<file path="src/sv/msp_pkg.sv">
package msp_pkg;

   localparam int STACK_DEPTH = 64;
   localparam int WORD_W      = 32;
   localparam int FILL_W      = 7;
   localparam int COUNT_W     = $clog2(STACK_DEPTH + 1);
   localparam int LEVELS      = $clog2(STACK_DEPTH);

   typedef logic signed [WORD_W-1:0] word_type;

   localparam word_type EMPTY_ANSWER = '1;

   typedef enum logic [1:0] {
      OP_PUSH   = 2'd0,
      OP_POP    = 2'd1,
      OP_POPMAX = 2'd2,
      OP_QUERY  = 2'd3
   } op_type;

   // What one cell does in a cycle: refresh its running maximum, take the
   // entry of the cell above it (push) or take the entry of the cell below it.
   typedef enum logic [1:0] {
      CELL_RELAX,
      CELL_PUSH,
      CELL_POP
   } cell_op_type;

   typedef enum logic [1:0] {
      ST_IDLE,
      ST_EXEC,
      ST_SETTLE,
      ST_REPLY
   } state_type;

   // One stack entry and the largest value among it and all older entries.
   typedef struct packed {
      logic     occ;
      word_type value;
      word_type runmax;
   } cell_data_type;

   function automatic word_type smax(input word_type a, input word_type b);
      return (a >= b) ? a : b;
   endfunction

endpackage

</file>
<file path="src/sv/msp_cell.sv">
module msp_cell (
   input  logic                  clock,
   input  logic                  reset,
   input  msp_pkg::cell_op_type  cell_op,
   input  msp_pkg::cell_data_type up_data,
   input  msp_pkg::cell_data_type dn_data,
   input  msp_pkg::word_type     max_bcast,
   output msp_pkg::cell_data_type cur_data,
   output logic                  match
);
   import msp_pkg::*;

   logic     occ_ff, occ_in;
   word_type value_ff, value_in;
   word_type runmax_ff, runmax_in;

   always_comb begin
      occ_in    = occ_ff;
      value_in  = value_ff;
      runmax_in = dn_data.occ ? smax(value_ff, dn_data.runmax) : value_ff;
      case (cell_op)
         CELL_PUSH: begin
            occ_in    = up_data.occ;
            value_in  = up_data.value;
            runmax_in = occ_ff ? smax(up_data.runmax, runmax_ff) : up_data.runmax;
         end
         CELL_POP: begin
            occ_in    = dn_data.occ;
            value_in  = dn_data.value;
            runmax_in = dn_data.runmax;
         end
         default: begin
         end
      endcase
   end

   always_ff @(posedge clock) begin
      if (reset) begin
         occ_ff <= 1'b0;
      end else begin
         occ_ff <= occ_in;
      end
   end

   always_ff @(posedge clock) begin
      value_ff  <= value_in;
      runmax_ff <= runmax_in;
   end

   assign cur_data = '{occ: occ_ff, value: value_ff, runmax: runmax_ff};
   assign match    = occ_ff && (value_ff == max_bcast);

endmodule

</file>
<file path="config.mk">
export PLATFORM = sky130hd
export DESIGN_NAME = msp_cell
export DESIGN_NICKNAME = d
export VERILOG_FILES = /design/src/sv/msp_pkg.sv /design/src/sv/msp_cell.sv
export SDC_FILE = /design/constraint.sdc
export NUM_CORES = 1
export LEC_CHECK = 0
export BUFFER_PORTS_ARGS = -buffer_cell sky130_fd_sc_hd__buf_2
export CAP_MARGIN = 20
export CORE_UTILIZATION = 35
export CTS_BUF_LIST = sky130_fd_sc_hd__clkbuf_8
export DETAILED_ROUTE_END_ITERATION = 12
export GPL_ROUTABILITY_DRIVEN = 0
export PLACE_DENSITY = 0.69
export REMOVE_ABC_BUFFERS = 1
export SLEW_MARGIN = 20
export SYNTH_ARGS = -nofsm -noshare
export SYNTH_HDL_FRONTEND = slang
export SYNTH_SLANG_ARGS = --single-unit
</file>
<file path="constraint.sdc">
create_clock -name clock -period 8 [get_ports clock]
set_input_delay 0.8 -clock clock [delete_from_list [all_inputs] [get_ports clock]]
set_output_delay 0.8 -clock clock [all_outputs]
set_load 0.02 [all_outputs]
</file>
### Word-level counts from Yosys, hierarchy flattened

Index checks and enable logic that the tools add are counted.

* register bits: 65
* bits of input ports: 166
* word-level logic and storage cells: 18
* output and inout bits: 66

* order comparisons: 2
* reduce and logical (&&, ||, !) cells: 2
* mux-type cells: 7
* equal/unequal tests: 4

Operators by type and width (number)
* 32-bit two-way mux: 4
* 32-bit case mux with 2 select lines: 2
* 32-bit greater-or-equal comparator: 2
* 32-bit equality test: 1
* 3-bit inequality test, second input constant: 1
* 2-bit by 1-bit equality test with 1-bit output, second input constant: 1
* 2-bit equality test, second input constant: 1
* 1-bit case mux with 2 select lines: 1
* 2-bit nonzero test: 1
* 1-bit logical AND: 1

### Longest topological paths before layout

* depth after elaboration: 4
* gate-level depth with buffers: 12
* gate-level depth less buffers: 10

### Worst setup path before layout

Ideal clock, no wire load.

* path type: in2reg
* start point: in up_data[31] (netlist bit)
* end point: reg runmax_ff[0], enable pin
* path buffers: 0
* setup time: 0.558 ns
* path slack: 4.226 ns
* stages on the path: 8
* required time: 7.442 ns
* data arrival time: 3.216 ns
* path through: ha_1 -> nand4_1 -> nor3_1 -> nand2_1 -> or4_1 -> o311ai_0 -> nor3_1 -> nand3b_1

* cells in the longest elaborated chain, start to end: 2

Ends and longest elaborated chain
* from (decl): RTL line msp_cell.sv:5 `input msp_pkg::cell_data_type up_data,`
* 32-bit greater-or-equal comparator: RTL line msp_pkg.sv:43 `return (a >= b) ? a : b;`
* 3-bit inequality test (no source line)
* to (signal assigned): RTL line msp_cell.sv:47 `runmax_ff <= runmax_in;`
* to (decl): RTL line msp_cell.sv:15 `word_type runmax_ff, runmax_in;`

Every way passes these cells.
A chain may end at the register's enable or synchronous reset.

### Worst setup path in the final report

* start point: in up_data[31] (netlist bit)
* end point: reg runmax_ff[23], enable pin

Same word-level chain as after synthesis.

==> flow_metrics.tcl <==
set metrics [dict create \
    status "finished, final reports clean" \
    synthMuxAreaShare 0.0725 \
    synth_top_family_by_area "adder cells" \
    path_max_fanout 32 \
    slowest_delay_ns 0.67 \
    num_rows 43 \
    cp_slowest_cell "or4_1" \
    clock-sinks 65 \
    overflow 0 \
    postSynthCellCount 469 \
    grt_max_degree 39 \
    ys_ff_latch 65 \
    routed_via_density 5.09 \
    tns_ns 0 \
    nets 931 \
    end_kind "flop" \
    layout-drive-gt1-share 0.448 \
    nFillCells 1381 \
    clk_pin_slew_worst_paths_ns 0.07 \
    initial_core_util 0.364 \
    drc_errors 0 \
    cp_cell_sequence "buf_2 -> ha_1 -> nand4_1 -> nor3_1 -> nand2_1 -> or4_1 -> o311ai_0 -> o21ai_0 -> nand3b_1 -> buf_4" \
    p_per_area_nw_per_um2 195 \
    post-dp-hpwl_mm 12.8 \
    grt_pass1_vias 4361 \
    critical_path_class "input port to flop" \
    die_area_sq_um 15100 \
    ant_nets 0 \
    post-route-period-util 0.476 \
    die_w_um 123 \
    synth_area_per_cell_sq_um 10.9 \
    grt_pass1_wl_mm 23.5 \
    worst-endpoint-arrival_ns 3.81 \
    postCtsHoldBufs 0 \
    cts-buffers-inserted 9 \
    yosysWarningCount 0 \
    layout.cells.most_common "buf_2" \
    synth-adder-area-share 0.162 \
    synth_cell_types 50 \
    firstDrtPassIters 5 \
    n_antenna_cell 0 \
    grt_usage 0.216 \
    hold_viol 0 \
    vias 4492 \
    cts_setup_buffers 0 \
    fmax_ghz 0.262 \
    syn_area_sq_um 5110 \
    drt_wl_total_mm 16.0 \
    start_kind "input port" \
    path_buf_inv 2 \
    drv_cap 0 \
    ioPinCount 232 \
    synthArstFlopShare 0 \
    skew_ns 0.0141 \
    rsz0062_at_grt "no" \
    die_h_um 123 \
    power_leakage_nw 3.15 \
    cp_top_family "simple AND/OR/NAND/NOR gates" \
    routedWlPerCell_um 18.1 \
    port_buffers 231 \
    hold_path.class "flop to flop" \
    fin_crit_ns 3.81 \
    vdd_drop_max_mv 0.0974 \
    core_area_sq_um 14000 \
    cp_data_required_time_ns 8.00 \
    synth-edff-count 64 \
    final-max-slew-violation-count 0 \
    antenna_found_initial 0 \
    synth_top_flop_cell "edfxtp_1" \
    relSlewSlack 0.306 \
    synth_compound_area_frac 0.142 \
    synthToLayoutAreaGrowth_pct 28.1 \
    drt-initial-drc-count 327 \
    power.total_mw 1.27 \
    cts_resized 0 \
    htree_levels 3 \
    clk_latency_ns 0.36 \
    synth_xor_area_frac 0.0566 \
    finalSetupViolations 0 \
    layout_common_cells "buf_2, inv_1, ha_1" \
    cts_root_buffer "clkbuf_8" \
    clock_path_buffers 2 \
    synth-seq-area-share 0.380 \
    synthSimpleGateAreaFrac 0.112 \
    worst_pin_slew_ns 1.04 \
    cts_tree "yes" \
]
## cells by family (layout without fill, tap and decap cells)
logic type                 after synthesis  in the layout
and+or+nand+nor                         97             97
AOI/OAI and AO/OA                       92             92
buffers and inverters                   83            317
adders and majority gates               66             66
DFF                                     65             65
xor gates and xnor gates                33             33
muxes                                   33             33
## cell usage after synthesis, drive strengths merged (8+ instances only)
cell type | count | share of area
inv | 68 | 0.050
o21ai | 11 | 0.012
nand2 | 14 | 0.010
and2 | 28 | 0.039
a21oi | 23 | 0.025
ha | 66 | 0.16
buf | 8 | 0.015
a221o | 33 | 0.067
mux2 | 32 | 0.071
nand4 | 16 | 0.021
xnor2 | 28 | 0.048
nor2 | 15 | 0.011
edfxtp | 64 | 0.38
## worst reg2reg max path, delay by kind of cell, from the launching register on
family | cells | cell delay (ns)
and+or+nand+nor | 5 | 1.47
DFF | 1 | 0.36
buffers and inverters | 2 | 0.47
adders and majority gates | 1 | 0.35
AOI/OAI and AO/OA | 2 | 0.64
## state kept, by name, summed over array words and instances, names as in the netlist
signal     flops
occ_ff         1
runmax_ff     32
value_ff      32
## worst paths after layout
path,startpoint,to,slack (ns),depth (start not counted)
hold reg to reg,occ_ff,occ_ff,0.61,2
setup / recovery,up_data[31],runmax_ff[23],4.19,10
setup reg to reg,runmax_ff[31],runmax_ff[23],4.35,10
hold / removal,occ_ff,occ_ff,0.61,2
## area by class of cell
| type | instances | area, sq um | share of cell area |
|---|---|---|---|
| clock buffer | 9 | 124 | 0.0189 |
| clock inverter | 6 | 27.5 | 0.00421 |
| inverter | 68 | 255 | 0.0390 |
| multi-input combinational | 321 | 2790 | 0.426 |
| sequential | 65 | 1940 | 0.297 |
| tap | 180 | 225 | 0.0344 |
| timing repair buffer | 234 | 1180 | 0.180 |
## stage by stage
| stage | cells | hold slack (ns) | instance area [sq um] | worst slack, ns | utilization |
|---|---|---|---|---|---|
| floorplan | 454 | 0.618 | 4980 | 4.23 | - |
| global placement | 868 | 0.599 | 6390 | 3.80 | 0.455 |
| detailed placement | 868 | 0.603 | 6390 | 3.79 | 0.455 |
| CTS | 883 | 0.579 | 6540 | 4.17 | 0.466 |
| global route | 883 | 0.588 | 6540 | 3.97 | 0.466 |
| finish | 883 | 0.612 | 6540 | 4.19 | 0.466 |
## routing by layer
| layer | wire (um) | vias up | GRT usage |
|---|---|---|---|
| li1 | - | 2202 | - |
| met1 | 7140 | 2106 | 0.281 |
| met2 | 7630 | 164 | 0.361 |
| met3 | 960 | 20 | 0.0353 |
| met4 | 295 | 0 | 0.0724 |
| met5 | 0 | - | 0 |
## power breakdown
group / total [mW] / switching [mW] / internal [mW]
Sequential: 0.517 / 0.0598 / 0.457
Combinational: 0.520 / 0.299 / 0.221
Clock: 0.237 / 0.131 / 0.106
Total: 1.27 / 0.489 / 0.784
(Power assumes the default switching activity.)
